==> src/hdl/moap_pkg.sv <==
// Package for the multiply-with-carry generator with ranged draws.
// Holds the constants, the command codes and the controller/datapath types.
// No dependencies.
package moap_pkg;

  localparam int unsigned WORD_W   = 32;
  localparam int unsigned NUM_HIST = 4;
  localparam int unsigned NUM_WORDS = NUM_HIST + 1;
  localparam int unsigned IDX_W    = $clog2(NUM_WORDS);
  localparam int unsigned CARRY_IDX = NUM_HIST;
  localparam int unsigned DISCARDS = 19;
  localparam int unsigned DISC_W   = $clog2(DISCARDS);

  localparam logic [WORD_W-1:0] SEED_MULT = 32'd29943829;
  localparam logic [WORD_W-1:0] MWC_A3    = 32'd2111111111;
  localparam logic [WORD_W-1:0] MWC_A2    = 32'd1492;
  localparam logic [WORD_W-1:0] MWC_A1    = 32'd1776;
  localparam logic [WORD_W-1:0] MWC_A0    = 32'd5115;
  localparam logic [WORD_W-1:0] RANGE_ERR_VALUE = 32'h8000_0000;

  localparam logic [1:0] CMD_SEED  = 2'd0;
  localparam logic [1:0] CMD_RAW   = 2'd1;
  localparam logic [1:0] CMD_RANGE = 2'd2;

  typedef enum logic [3:0] {
    S_BOOT,
    S_IDLE,
    S_SEED_MUL,
    S_SEED_WR,
    S_ADV_M3,
    S_ADV_M2,
    S_ADV_M1,
    S_ADV_M0,
    S_ADV_COMMIT,
    S_RNG_MUL,
    S_FINISH
  } state_t;

  typedef enum logic [1:0] {
    MODE_SEED,
    MODE_RAW,
    MODE_RANGE
  } mode_t;

  typedef enum logic [2:0] {
    MUL_W3,
    MUL_W2,
    MUL_W1,
    MUL_W0,
    MUL_SEED,
    MUL_RANGE
  } mul_sel_t;

  typedef enum logic [1:0] {
    RES_ZERO,
    RES_LOW,
    RES_ERR,
    RES_SCALED
  } res_sel_t;

  typedef struct packed {
    logic             load;
    logic             seed_clr;
    logic             mul_en;
    mul_sel_t         mul_sel;
    logic             acc_init;
    logic             acc_add;
    logic             seed_wr;
    logic [IDX_W-1:0] seed_idx;
    logic             advance;
    logic             out_load;
    res_sel_t         res_sel;
  } dp_cmd_t;

  typedef struct packed {
    logic [1:0] command;
    logic       hi_eq_lo;
    logic       hi_lt_lo;
    logic       out_room;
  } dp_stat_t;

endpackage

==> src/hdl/moap_req_if.sv <==
// Request channel of the generator: command word with seed and range bounds.
// Depends on moap_pkg.
interface moap_req_if;
  logic                              valid;
  logic                              ready;
  logic [1:0]                        command;
  logic signed [moap_pkg::WORD_W-1:0] seed_value;
  logic signed [moap_pkg::WORD_W-1:0] range_low;
  logic signed [moap_pkg::WORD_W-1:0] range_high;

  modport source (output valid, command, seed_value, range_low, range_high, input ready);
  modport sink (input valid, command, seed_value, range_low, range_high, output ready);
endinterface

==> src/hdl/moap_rsp_if.sv <==
// Response channel of the generator: raw word, ranged value and error flag.
// Depends on moap_pkg.
interface moap_rsp_if;
  logic                              valid;
  logic                              ready;
  logic [moap_pkg::WORD_W-1:0]        raw_word;
  logic signed [moap_pkg::WORD_W-1:0] ranged_value;
  logic                              range_error;

  modport source (output valid, raw_word, ranged_value, range_error, input ready);
  modport sink (input valid, raw_word, ranged_value, range_error, output ready);
endinterface

==> src/hdl/mother_of_all_prng_with_range_core.sv <==
// Multiply-with-carry generator with ranged draws: four 32-bit history words
// and a carry, advanced by one shared 32x32 multiplier and a 64-bit accumulator.
// A raw draw runs one advance from acceptance to result and a ranged draw adds a
// scaling multiply; each advance runs four multiply-accumulate steps and a commit
// through the one multiplier. An empty or inverted range, or command code 3, goes
// straight to the result. A reseed writes five seed-chain words, each a multiply
// and a write, then runs 19 discarded advances. After reset the block seeds itself
// with zero and takes no request meanwhile. One request is in flight at a time; a
// finished word waits in the output register while the next request is accepted.
module mother_of_all_prng_with_range_core (
  input  logic       clk,
  input  logic       rst,
  moap_req_if.sink   req,
  moap_rsp_if.source rsp
);
  import moap_pkg::*;

  dp_cmd_t  cmd;
  dp_stat_t stat;
  logic     in_ready;

  assign req.ready = in_ready;

  moap_ctrl u_ctrl (
    .clk      (clk),
    .rst      (rst),
    .in_valid (req.valid),
    .in_ready (in_ready),
    .stat     (stat),
    .cmd      (cmd)
  );

  moap_dp u_dp (
    .clk  (clk),
    .rst  (rst),
    .req  (req),
    .rsp  (rsp),
    .cmd  (cmd),
    .stat (stat)
  );

endmodule

==> src/hdl/moap_ctrl.sv <==
// Controller of the generator: sequences seeding, advances and ranged draws.
// Depends on moap_pkg; drives the datapath through dp_cmd_t.
module moap_ctrl (
  input  logic               clk,
  input  logic               rst,
  input  logic               in_valid,
  output logic               in_ready,
  input  moap_pkg::dp_stat_t stat,
  output moap_pkg::dp_cmd_t  cmd
);
  import moap_pkg::*;

  state_t            state, state_next;
  mode_t             mode, mode_next;
  res_sel_t          res_sel, res_sel_next;
  logic [IDX_W-1:0]  idx, idx_next;
  logic [DISC_W-1:0] disc, disc_next;
  logic              boot, boot_next;

  always_ff @(posedge clk) begin
    if (rst) begin
      state   <= S_BOOT;
      mode    <= MODE_SEED;
      res_sel <= RES_ZERO;
      idx     <= '0;
      disc    <= '0;
      boot    <= 1'b1;
    end else begin
      state   <= state_next;
      mode    <= mode_next;
      res_sel <= res_sel_next;
      idx     <= idx_next;
      disc    <= disc_next;
      boot    <= boot_next;
    end
  end

  always_comb begin
    state_next   = state;
    mode_next    = mode;
    res_sel_next = res_sel;
    idx_next     = idx;
    disc_next    = disc;
    boot_next    = boot;
    in_ready     = 1'b0;
    cmd.load     = 1'b0;
    cmd.seed_clr = 1'b0;
    cmd.mul_en   = 1'b0;
    cmd.mul_sel  = MUL_W3;
    cmd.acc_init = 1'b0;
    cmd.acc_add  = 1'b0;
    cmd.seed_wr  = 1'b0;
    cmd.seed_idx = idx;
    cmd.advance  = 1'b0;
    cmd.out_load = 1'b0;
    cmd.res_sel  = res_sel;
    case (state)
      S_BOOT: begin
        cmd.seed_clr = 1'b1;
        mode_next    = MODE_SEED;
        idx_next     = '0;
        disc_next    = '0;
        state_next   = S_SEED_MUL;
      end
      S_IDLE: begin
        in_ready = 1'b1;
        if (in_valid) begin
          cmd.load     = 1'b1;
          res_sel_next = RES_ZERO;
          case (stat.command)
            CMD_SEED: begin
              mode_next  = MODE_SEED;
              idx_next   = '0;
              disc_next  = '0;
              state_next = S_SEED_MUL;
            end
            CMD_RAW: begin
              mode_next  = MODE_RAW;
              state_next = S_ADV_M3;
            end
            CMD_RANGE: begin
              if (stat.hi_eq_lo) begin
                res_sel_next = RES_LOW;
                state_next   = S_FINISH;
              end else if (stat.hi_lt_lo) begin
                res_sel_next = RES_ERR;
                state_next   = S_FINISH;
              end else begin
                mode_next    = MODE_RANGE;
                res_sel_next = RES_SCALED;
                state_next   = S_ADV_M3;
              end
            end
            default: begin
              state_next = S_FINISH;
            end
          endcase
        end
      end
      S_SEED_MUL: begin
        cmd.mul_en  = 1'b1;
        cmd.mul_sel = MUL_SEED;
        state_next  = S_SEED_WR;
      end
      S_SEED_WR: begin
        cmd.seed_wr = 1'b1;
        if (idx == IDX_W'(NUM_WORDS - 1)) begin
          state_next = S_ADV_M3;
        end else begin
          idx_next   = idx + IDX_W'(1);
          state_next = S_SEED_MUL;
        end
      end
      S_ADV_M3: begin
        cmd.mul_en   = 1'b1;
        cmd.mul_sel  = MUL_W3;
        cmd.acc_init = 1'b1;
        state_next   = S_ADV_M2;
      end
      S_ADV_M2: begin
        cmd.mul_en  = 1'b1;
        cmd.mul_sel = MUL_W2;
        cmd.acc_add = 1'b1;
        state_next  = S_ADV_M1;
      end
      S_ADV_M1: begin
        cmd.mul_en  = 1'b1;
        cmd.mul_sel = MUL_W1;
        cmd.acc_add = 1'b1;
        state_next  = S_ADV_M0;
      end
      S_ADV_M0: begin
        cmd.mul_en  = 1'b1;
        cmd.mul_sel = MUL_W0;
        cmd.acc_add = 1'b1;
        state_next  = S_ADV_COMMIT;
      end
      S_ADV_COMMIT: begin
        cmd.advance = 1'b1;
        case (mode)
          MODE_SEED: begin
            if (disc == DISC_W'(DISCARDS - 1)) begin
              boot_next  = 1'b0;
              state_next = boot ? S_IDLE : S_FINISH;
            end else begin
              disc_next  = disc + DISC_W'(1);
              state_next = S_ADV_M3;
            end
          end
          MODE_RANGE: state_next = S_RNG_MUL;
          default:    state_next = S_FINISH;
        endcase
      end
      S_RNG_MUL: begin
        cmd.mul_en  = 1'b1;
        cmd.mul_sel = MUL_RANGE;
        state_next  = S_FINISH;
      end
      S_FINISH: begin
        if (stat.out_room) begin
          cmd.out_load = 1'b1;
          state_next   = S_IDLE;
        end
      end
      default: begin
        state_next = S_IDLE;
      end
    endcase
  end

  a_idx_range: assert property (@(posedge clk) disable iff (rst)
    idx <= IDX_W'(NUM_WORDS - 1))
    else $error("seed index past last word");

  a_disc_range: assert property (@(posedge clk) disable iff (rst)
    disc <= DISC_W'(DISCARDS - 1))
    else $error("discard count past limit");

  a_raw_starts_advance: assert property (@(posedge clk) disable iff (rst)
    (state == S_IDLE && in_valid && stat.command == CMD_RAW) |=> state == S_ADV_M3)
    else $error("raw command did not start an advance");

endmodule

==> src/hdl/moap_dp.sv <==
// Datapath of the generator: history and carry words, shared multiplier,
// accumulator and output register. Depends on moap_pkg, moap_req_if, moap_rsp_if.
module moap_dp (
  input  logic              clk,
  input  logic              rst,
  moap_req_if.sink          req,
  moap_rsp_if.source        rsp,
  input  moap_pkg::dp_cmd_t cmd,
  output moap_pkg::dp_stat_t stat
);
  import moap_pkg::*;

  logic [WORD_W-1:0]        words [NUM_WORDS];
  logic [WORD_W-1:0]        seed;
  logic [WORD_W-1:0]        seed_next;
  logic signed [WORD_W-1:0] low;
  logic [WORD_W-1:0]        interval;
  logic [2*WORD_W-1:0]      prod;
  logic [2*WORD_W-1:0]      acc;
  logic [2*WORD_W-1:0]      sum;
  logic [WORD_W-1:0]        mul_a;
  logic [WORD_W-1:0]        mul_b;
  logic signed [WORD_W-1:0] ranged_next;
  logic                     out_valid;

  assign stat.command  = req.command;
  assign stat.hi_eq_lo = req.range_high == req.range_low;
  assign stat.hi_lt_lo = req.range_high < req.range_low;
  assign stat.out_room = !out_valid || rsp.ready;

  always_comb begin
    case (cmd.mul_sel)
      MUL_W3:    begin mul_a = MWC_A3;   mul_b = words[3]; end
      MUL_W2:    begin mul_a = MWC_A2;   mul_b = words[2]; end
      MUL_W1:    begin mul_a = MWC_A1;   mul_b = words[1]; end
      MUL_W0:    begin mul_a = MWC_A0;   mul_b = words[0]; end
      MUL_SEED:  begin mul_a = SEED_MULT; mul_b = seed;    end
      MUL_RANGE: begin mul_a = interval; mul_b = words[0]; end
      default:   begin mul_a = '0;       mul_b = '0;       end
    endcase
  end

  assign sum       = acc + prod;
  assign seed_next = prod[WORD_W-1:0] - WORD_W'(1);

  always_comb begin
    case (cmd.res_sel)
      RES_LOW:    ranged_next = low;
      RES_ERR:    ranged_next = RANGE_ERR_VALUE;
      RES_SCALED: ranged_next = low + $signed(prod[2*WORD_W-1:WORD_W]);
      default:    ranged_next = '0;
    endcase
  end

  always_ff @(posedge clk) begin
    if (cmd.load) begin
      low      <= req.range_low;
      interval <= $unsigned(req.range_high) - $unsigned(req.range_low);
      seed     <= $unsigned(req.seed_value);
    end else if (cmd.seed_clr) begin
      seed <= '0;
    end else if (cmd.seed_wr) begin
      seed <= seed_next;
    end
    if (cmd.mul_en) begin
      prod <= (2*WORD_W)'(mul_a) * (2*WORD_W)'(mul_b);
    end
    if (cmd.acc_init) begin
      acc <= {{WORD_W{1'b0}}, words[CARRY_IDX]};
    end else if (cmd.acc_add) begin
      acc <= sum;
    end
    if (cmd.seed_wr) begin
      words[cmd.seed_idx] <= seed_next;
    end else if (cmd.advance) begin
      words[3]         <= words[2];
      words[2]         <= words[1];
      words[1]         <= words[0];
      words[0]         <= sum[WORD_W-1:0];
      words[CARRY_IDX] <= sum[2*WORD_W-1:WORD_W];
    end
    if (cmd.out_load) begin
      rsp.raw_word     <= words[0];
      rsp.ranged_value <= ranged_next;
      rsp.range_error  <= cmd.res_sel == RES_ERR;
    end
  end

  always_ff @(posedge clk) begin
    if (rst) begin
      out_valid <= 1'b0;
    end else if (cmd.out_load) begin
      out_valid <= 1'b1;
    end else if (rsp.ready) begin
      out_valid <= 1'b0;
    end
  end

  assign rsp.valid = out_valid;

  a_load_has_room: assert property (@(posedge clk) disable iff (rst)
    cmd.out_load |-> stat.out_room)
    else $error("output word overwritten before it was taken");

  a_err_value: assert property (@(posedge clk) disable iff (rst)
    (out_valid && rsp.range_error) |-> rsp.ranged_value == RANGE_ERR_VALUE)
    else $error("range error without minimum value");

  a_single_op: assert property (@(posedge clk) disable iff (rst)
    !(cmd.seed_wr && cmd.advance))
    else $error("seed write and advance in one cycle");

endmodule

==> src/flat_wrapper.sv <==
// flat-port wrapper written by rule: the top's interface ports become plain ports
module mother_of_all_prng_with_range_core_flat import moap_pkg::*;
  (clk, rst, req_valid, req_command, req_seed_value, req_range_low, req_range_high, req_ready, rsp_valid, rsp_raw_word, rsp_ranged_value, rsp_range_error, rsp_ready);
  moap_req_if req_i ();
  moap_rsp_if rsp_i ();
  input  logic clk;
  input  logic rst;
  input wire logic [$bits(req_i.valid)-1:0] req_valid;
  input wire logic [$bits(req_i.command)-1:0] req_command;
  input wire logic [$bits(req_i.seed_value)-1:0] req_seed_value;
  input wire logic [$bits(req_i.range_low)-1:0] req_range_low;
  input wire logic [$bits(req_i.range_high)-1:0] req_range_high;
  output wire logic [$bits(req_i.ready)-1:0] req_ready;
  output wire logic [$bits(rsp_i.valid)-1:0] rsp_valid;
  output wire logic [$bits(rsp_i.raw_word)-1:0] rsp_raw_word;
  output wire logic [$bits(rsp_i.ranged_value)-1:0] rsp_ranged_value;
  output wire logic [$bits(rsp_i.range_error)-1:0] rsp_range_error;
  input wire logic [$bits(rsp_i.ready)-1:0] rsp_ready;
  assign req_i.valid = req_valid;
  assign req_i.command = req_command;
  assign req_i.seed_value = req_seed_value;
  assign req_i.range_low = req_range_low;
  assign req_i.range_high = req_range_high;
  assign req_ready = req_i.ready;
  assign rsp_valid = rsp_i.valid;
  assign rsp_raw_word = rsp_i.raw_word;
  assign rsp_ranged_value = rsp_i.ranged_value;
  assign rsp_range_error = rsp_i.range_error;
  assign rsp_i.ready = rsp_ready;
  mother_of_all_prng_with_range_core u_core (.clk(clk), .rst(rst), .req(req_i), .rsp(rsp_i));
endmodule
==> config.mk <==
export PLATFORM = sky130hd
export DESIGN_NAME = mother_of_all_prng_with_range_core_flat
export DESIGN_NICKNAME = d
export VERILOG_FILES = /design/src/hdl/moap_pkg.sv /design/src/hdl/moap_req_if.sv /design/src/hdl/moap_rsp_if.sv /design/src/hdl/mother_of_all_prng_with_range_core.sv /design/src/hdl/moap_ctrl.sv /design/src/hdl/moap_dp.sv /design/src/flat_wrapper.sv
export SDC_FILE = /design/constraint.sdc
export NUM_CORES = 2
export LEC_CHECK = 0
export BUFFER_PORTS_ARGS = -buffer_cell sky130_fd_sc_hd__buf_2
export CAP_MARGIN = 20
export CORE_MARGIN = 8
export CORE_UTILIZATION = 35
export CTS_CLUSTER_SIZE = 10
export DETAILED_ROUTE_END_ITERATION = 10
export MAX_ROUTING_LAYER = met4
export PLACE_DENSITY = 0.52
export SETUP_SLACK_MARGIN = 0.15
export SYNTH_ARGS = -nofsm -noshare
export SYNTH_HDL_FRONTEND = slang
export SYNTH_SLANG_ARGS = --single-unit
==> constraint.sdc <==
create_clock -name clk -period 17.41 [get_ports clk]
set_input_delay 3.482 -clock clk [delete_from_list [all_inputs] [get_ports clk]]
set_output_delay 3.482 -clock clk [all_outputs]
set_load 0.005 [all_outputs]
# Yosys cells after proc, flatten, opt, wreduce, memory -nomap -nowiden
# Memories as Yosys holds them, arrays and structs flattened.
# Cells that the tools add are included.
dict set report totals {
  register_bits 307
  latchBits 0
  ramBits 160
  rom_bits 0
  mem_count 1
}
dict set report op_classes {
  addsub 6
  n_mul 1
  n_div 0
  magnitude_cmp 1
  n_eq_ne 33
  shift 0
  n_mux 56
  n_bitwise 0
  reduce_logical 21
}
# memory depth word_bits rd rd_clocked_by_memory_dff write_ports line
set mem_list {}
lappend mem_list {u_core.u_dp.words 5 32 5 0 5 moap_dp.sv:13} ;# logic [WORD_W-1:0] words [NUM_WORDS];
# op n
set op_table {}
lappend op_table {{$mux W32} 6}
lappend op_table {{$pmux W32 S6} 1}
lappend op_table {{$pmux W32 S5} 1}
lappend op_table {{$pmux W32 S3} 1}
lappend op_table {{$add A64 B64 Y64} 1}
lappend op_table {{$mul A32 B32 Y64} 1}
lappend op_table {{$pmux W4 S11} 1}
lappend op_table {{$add A32 B32 Y32} 1}
lappend op_table {{$eq A32 B32 Y1} 1}
lappend op_table {{$lt A32 B32 Y1} 1}
lappend op_table {{$reduce_or A32 Y1} 1}
lappend op_table {{$sub A32 B1 Y32 const B} 1}
lappend op_table {{$sub A32 B32 Y32} 1}
lappend op_table {{$mux W4} 6}
lappend op_table {{$pmux W4 S6} 1}
lappend op_table {{$mux W5} 4}
lappend op_table {{$mux W1} 19}
lappend op_table {{$eq A4 B3 Y1 const B} 4}
lappend op_table {{$mux W3} 5}
lappend op_table {{$pmux W5 S3} 1}
lappend op_table {{$eq A4 B4 Y1 const B} 3}
lappend op_table {{$pmux W4 S3} 1}
lappend op_table {{$mux W2} 5}
lappend op_table {{$reduce_and A5 Y1} 2}
lappend op_table {{30 further kinds} 49}

# Depth between registers and ports, before layout
dict set report depth {
  word_depth 7
  depth_mapped 37
  mapped_depth_nobuf 32
}

# Worst setup path after synthesis
# Ideal clock, no wire load.
dict set report synth_timing {
  path_type {register to register}
  start {reg u_core.u_ctrl.state[2]}
  end {reg u_core.u_dp.prod[60] (data pin)}
  setup_time_ps 264
  t_arrival_ps 8683
  required_time_ps 17146
  path_slack_ps 8464
  stages_incl_launch_ff 31
  synth_period_minus_slack_ps 8946
  cell_sequence {dfxtp_1 -> nor2_1 -> and3_1 -> clkbuf_1 -> nor3_1 -> clkbuf_1 -> a221oi_1 -> clkbuf_1 -> nor2_1 -> fa_1 -> inv_1 -> fa_1 -> fa_1 -> fa_1 -> inv_1 -> fa_1 -> fa_1 -> fa_1 -> fa_1 -> ha_1 -> clkbuf_1 -> a211oi_2 -> o21ai_0 -> a21bo_2 -> a221o_1 -> o2111ai_1 -> a21oi_1 -> o221ai_1 -> nand2_1 -> a221oi_1 -> xnor2_1}
}
dict set report synth_via {
  elab_chain_len 6
  word_cells_on_any_way 17
}
# element line
set synth_rtl {}
lappend synth_rtl {{start, declared} moap_ctrl.sv:13} ;# state_t state, state_next;
lappend synth_rtl {{start signal, assigned} moap_ctrl.sv:29} ;# state <= state_next;
lappend synth_rtl {{$eq A4 B4 Y1, or another cell as far along} moap_ctrl.sv:57} ;# case (state)
lappend synth_rtl {{$pmux W4 S6 (*)} moap_ctrl.sv:57}
lappend synth_rtl {{$eq A3 B3 Y1 or $eq A3 B2 Y1 (tied branches)} moap_dp.sv:32} ;# case (cmd.mul_sel)
lappend synth_rtl {{$reduce_or A2 Y1 (no line)} n/a}
lappend synth_rtl {{$pmux W32 S5} moap_dp.sv:32}
lappend synth_rtl {{$mul A32 B32 Y64 (*)} moap_dp.sv:66} ;# prod <= (2*WORD_W)'(mul_a) * (2*WORD_W)'(mul_b);
lappend synth_rtl {{end signal, assigned} moap_dp.sv:66}
lappend synth_rtl {{end, declared} moap_dp.sv:18} ;# logic [2*WORD_W-1:0] prod;
# Every way passes the cells marked *; elsewhere a longest branch is shown, timed or not.
# A chain may end at the register's enable or synchronous reset.

# Final worst setup path
dict set report layout_timing {
  start {reg u_core.u_ctrl.state[3]}
  end {reg u_core.u_dp.prod[60] (data pin)}
}
# The elaborated chain is that of the path after synthesis.

==> results.py <==
metrics = {
    "timing": {
        "final_min_period_over_clock_period_pct": 69.16,
        "setup-violations-final": 0,
        "fin_crit_ps": 12040,
        "max_clock_freq_mhz": 83.05,
        "max_slew_margin_pct": 17.65,
        "fin_worst_skew_ps": 34.63,
        "max_slew_vio_count": 0,
        "rsz_0062_raised_after_global_routing": "no",
        "worst-slew-pin-transition_ps": 1235,
        "hold_viol_final": 0,
        "setup_tns_ps": 0,
    },
    "worst_setup_path": {
        "critical-path-max-stage-delay_ps": 920,
        "regToRegStartpoint": "u_core.u_ctrl.state[3]",
        "reg2reg_to": "u_core.u_dp.prod[60]",
        "crit_fanout": 45,
        "cp-start-kind": "flip-flop",
        "critical_path_required_ps": 17780,
        "path_type_of_the_worst_setup_path": "flip-flop to flip-flop",
        "worst_path_max_delay_cell": "sky130_fd_sc_hd__nand2b_2",
        "crit_end_category": "flip-flop",
        "reg2reg_slack_ps": 5370,
        "r2r.worst_path.cells": 31,
        "cpMostUsedCell": "sky130_fd_sc_hd__fa_1",
        "cp_data_arrival_time_ps": 12410,
    },
    "detailed_routing": {
        "drc_errors": 0,
        "dr.first_iter.drc_count": 4217,
        "via_per_inst": 5.429,
        "routed_antenna_nets": 0,
        "postRouteWirelength_um": 217800,
        "drt-wirelength-per-cell_um": 25.56,
        "vias_after_detailed_routing": 46270,
        "drt-pass1-iter-count": 6,
    },
    "status": {
        "run_status": "complete, no violations",
    },
    "clock_tree": {
        "total_clock_buffers_created_by_cts": 53,
        "cts_hold_repair.buffers": 0,
        "tritoncts": "done",
        "clkSlewWorstSetupHoldPaths_ps": 60,
        "postCtsResizedCells": 0,
        "clock_sink_count": 467,
        "clock_tree.buffer_depth": 3,
        "clock_root_buffer": "sky130_fd_sc_hd__clkbuf_16",
        "h-tree-depth": 2,
        "post-cts-setup-buffers": 0,
        "worst_skew_late_latency_ps": 640,
    },
    "global_routing": {
        "grt.total_usage_pct": 24.61,
        "grt.overflow.total": 0,
        "grt_pass1_vias": 47590,
        "grt_start_max_net_pins": 66,
        "grt_pass1_wl_um": 321400,
        "number_of_antenna_violations_at_the_first_check_in_global_routing": 25,
    },
    "die": {
        "fp-row-count": 150,
        "core_outline_area_um2": 166500,
        "initial_utilization_pct": 35.07,
        "dieWidth_um": 424.4,
        "die_ar_um2": 180100,
        "pin_count": 169,
        "fp.dieH_um": 424.4,
    },
    "logic_synthesis": {
        "ys_top_cells_by_area": "sky130_fd_sc_hd__fa_1, sky130_fd_sc_hd__edfxtp_1, sky130_fd_sc_hd__ha_1",
        "synth_enable_flop_cells": 417,
        "ys_async_sr_fraction_pct": 0,
        "xor_xnor_cell_area_share_of_the_yosys_netlist_pct": 3.001,
        "synth.distinct_cells": 89,
        "synthesis.nets": 7652,
        "compound_gate_fraction_of_synth_area_pct": 11.81,
        "yosys_register_bits": 467,
        "synth_area_per_cell_um2": 9.330,
        "synth_adder_area_share_pct": 39.28,
        "synth_mux_area_share_pct": 0.4844,
        "synth_most_common_cell": "sky130_fd_sc_hd__inv_1",
        "synthSimpleGateAreaFrac_pct": 13.96,
        "synth_cells": 6257,
        "yosysTopAreaCellShare_pct": 30.83,
        "synth_top_cells_by_count": "sky130_fd_sc_hd__inv_1, sky130_fd_sc_hd__fa_1, sky130_fd_sc_hd__nand2_1",
        "post_synth_design_cell_area_um2": 58370,
        "share_of_synthesized_area_occupied_by_flip_flops_and_latches_pct": 23.17,
        "synth_flop_cell": "sky130_fd_sc_hd__edfxtp_1",
        "cell_type_with_the_largest_total_area_after_synthesis": "sky130_fd_sc_hd__fa_1",
        "synth.yosys.warnings": 0,
        "synth_top_family_by_area": "adder cells",
    },
    "final_layout": {
        "syn_to_final_growth_pct": 9.362,
        "design.final.nets": 7688,
        "multi_input_area_um2": 40580,
        "fill_cells": 16810,
        "ff_latch_area_um2": 13520,
        "drive_above_1_share_pct": 7.461,
    },
    "worst_hold_path": {
        "min_delay_startpoint": "u_core.u_dp.acc[49]",
        "timing.hold.worst_path_depth": 2,
        "hold_path_end": "u_core.u_dp.acc[49]",
        "hold_path.class": "flip-flop to flip-flop",
    },
    "run": {
        "drv.max_cap_violation_count": 0,
    },
    "placed_design": {
        "portBuffers": 168,
        "gpl.final_weighted_congestion": 0.9386,
        "place.detailed.hpwl_um": 167700,
    },
}
[layout by cell type, fill, tap and decap left out, types with 39 or more instances in the layout]
cell type / count
sky130_fd_sc_hd__a21o_1: 134
sky130_fd_sc_hd__a21oi_1: 245
sky130_fd_sc_hd__and2_1: 39
sky130_fd_sc_hd__buf_2: 168
sky130_fd_sc_hd__buf_4: 130
sky130_fd_sc_hd__clkbuf_16: 53
sky130_fd_sc_hd__dfxtp_1: 49
sky130_fd_sc_hd__edfxtp_1: 417
sky130_fd_sc_hd__fa_1: 899
sky130_fd_sc_hd__ha_1: 394
sky130_fd_sc_hd__inv_1: 968
sky130_fd_sc_hd__nand2_1: 792
sky130_fd_sc_hd__nand2b_1: 41
sky130_fd_sc_hd__nand3_1: 64
sky130_fd_sc_hd__nor2_1: 761
sky130_fd_sc_hd__nor2b_1: 50
sky130_fd_sc_hd__nor3_1: 43
sky130_fd_sc_hd__o21a_1: 84
sky130_fd_sc_hd__o21ai_0: 225
sky130_fd_sc_hd__o21bai_1: 43
sky130_fd_sc_hd__xnor2_1: 124
sky130_fd_sc_hd__xor2_1: 76
[stage by stage]
step | std cells | setup WS (ps) | util (%) | cell area (um2) | hold WS, ps
final | 8522 | 5369 | 38.35 | 63840 | 461.8
after detailed placement | 8441 | 5517 | 37.43 | 62320 | 450.2
after CTS | 8516 | 5461 | 38.33 | 63810 | 465.3
after floorplan | 6257 | 8464 | - | 58370 | 429.1
after global placement | 8441 | 5692 | 37.43 | 62320 | 443.9
after global routing | 8520 | 4855 | 38.35 | 63840 | 493.2
[cell families (layout without fill, tap and decap cells)]
kind of cell | Yosys count | after routing
and+or+nand+nor | 1934 | 1934
adders and majority gates | 1293 | 1293
buffers and inverters | 1287 | 1343
AOI/OAI and AO/OA | 1048 | 1048
DFF | 467 | 467
xor gates and xnor gates | 200 | 200
muxes | 28 | 28
other | 0 | 5
[metal layers]
metal	up-vias	track usage, %	share of wire, %
li1	20250	-	-
met5	-	-	0
met4	0	7.668	3.8
met1	23790	32.52	42
met3	386	3.522	7.2
met2	1844	39.38	47
[final cells by class]
class	count	share of cell area, %
multi-input combinational	4503	63.56
sequential	467	21.18
inverter	969	5.701
tap	2204	4.320
timing repair buffer	299	2.877
clock buffer	71	2.199
clock inverter	4	0.1372
antenna	5	0.01960
[state kept, by name (all words and copies together) (netlist names), 2 cells and up]
name                          count
u_core.u_ctrl.state               4
u_core.u_dp.rsp.ranged_value     32
u_core.u_dp.interval             32
u_core.u_dp.seed                 32
u_core.u_ctrl.mode                2
u_core.u_ctrl.disc                5
u_core.u_ctrl.res_sel             2
u_core.u_dp.prod                 64
u_core.u_dp.low                  32
u_core.u_dp.rsp.raw_word         32
u_core.u_dp.acc                  64
u_core.u_dp.words               160
u_core.u_ctrl.idx                 3
[critical path: cells and delay by family, from the launching register on]
family | cells | cell delay [ps]
AND/OR/NAND/NOR | 7 | 2020
flip-flops | 1 | 860
buffers and inverters | 8 | 1850
adder cells (fa/ha/maj) | 9 | 4340
AO/OA/AOI/OAI | 6 | 2500
XOR/XNOR | 1 | 140
[how the worst max path moves through the flow]
stage / startpoint / end / slack (ps) / cells after the start
detailed placement: u_core.u_ctrl.state[3] / u_core.u_dp.prod[60] / 5520 / 31
CTS: u_core.u_ctrl.state[3] / u_core.u_dp.prod[60] / 5460 / 31
global placement: u_core.u_ctrl.state[3] / u_core.u_dp.prod[60] / 5690 / 31
global route: u_core.u_ctrl.state[3] / u_core.u_dp.prod[60] / 4860 / 31
floorplan: u_core.u_ctrl.state[2] / u_core.u_dp.prod[60] / 8460 / 30
finish: u_core.u_ctrl.state[3] / u_core.u_dp.prod[60] / 5370 / 31
Power is not shown: default switching activity piles up to over one toggle a cycle in this logic, so the estimate is an artifact.
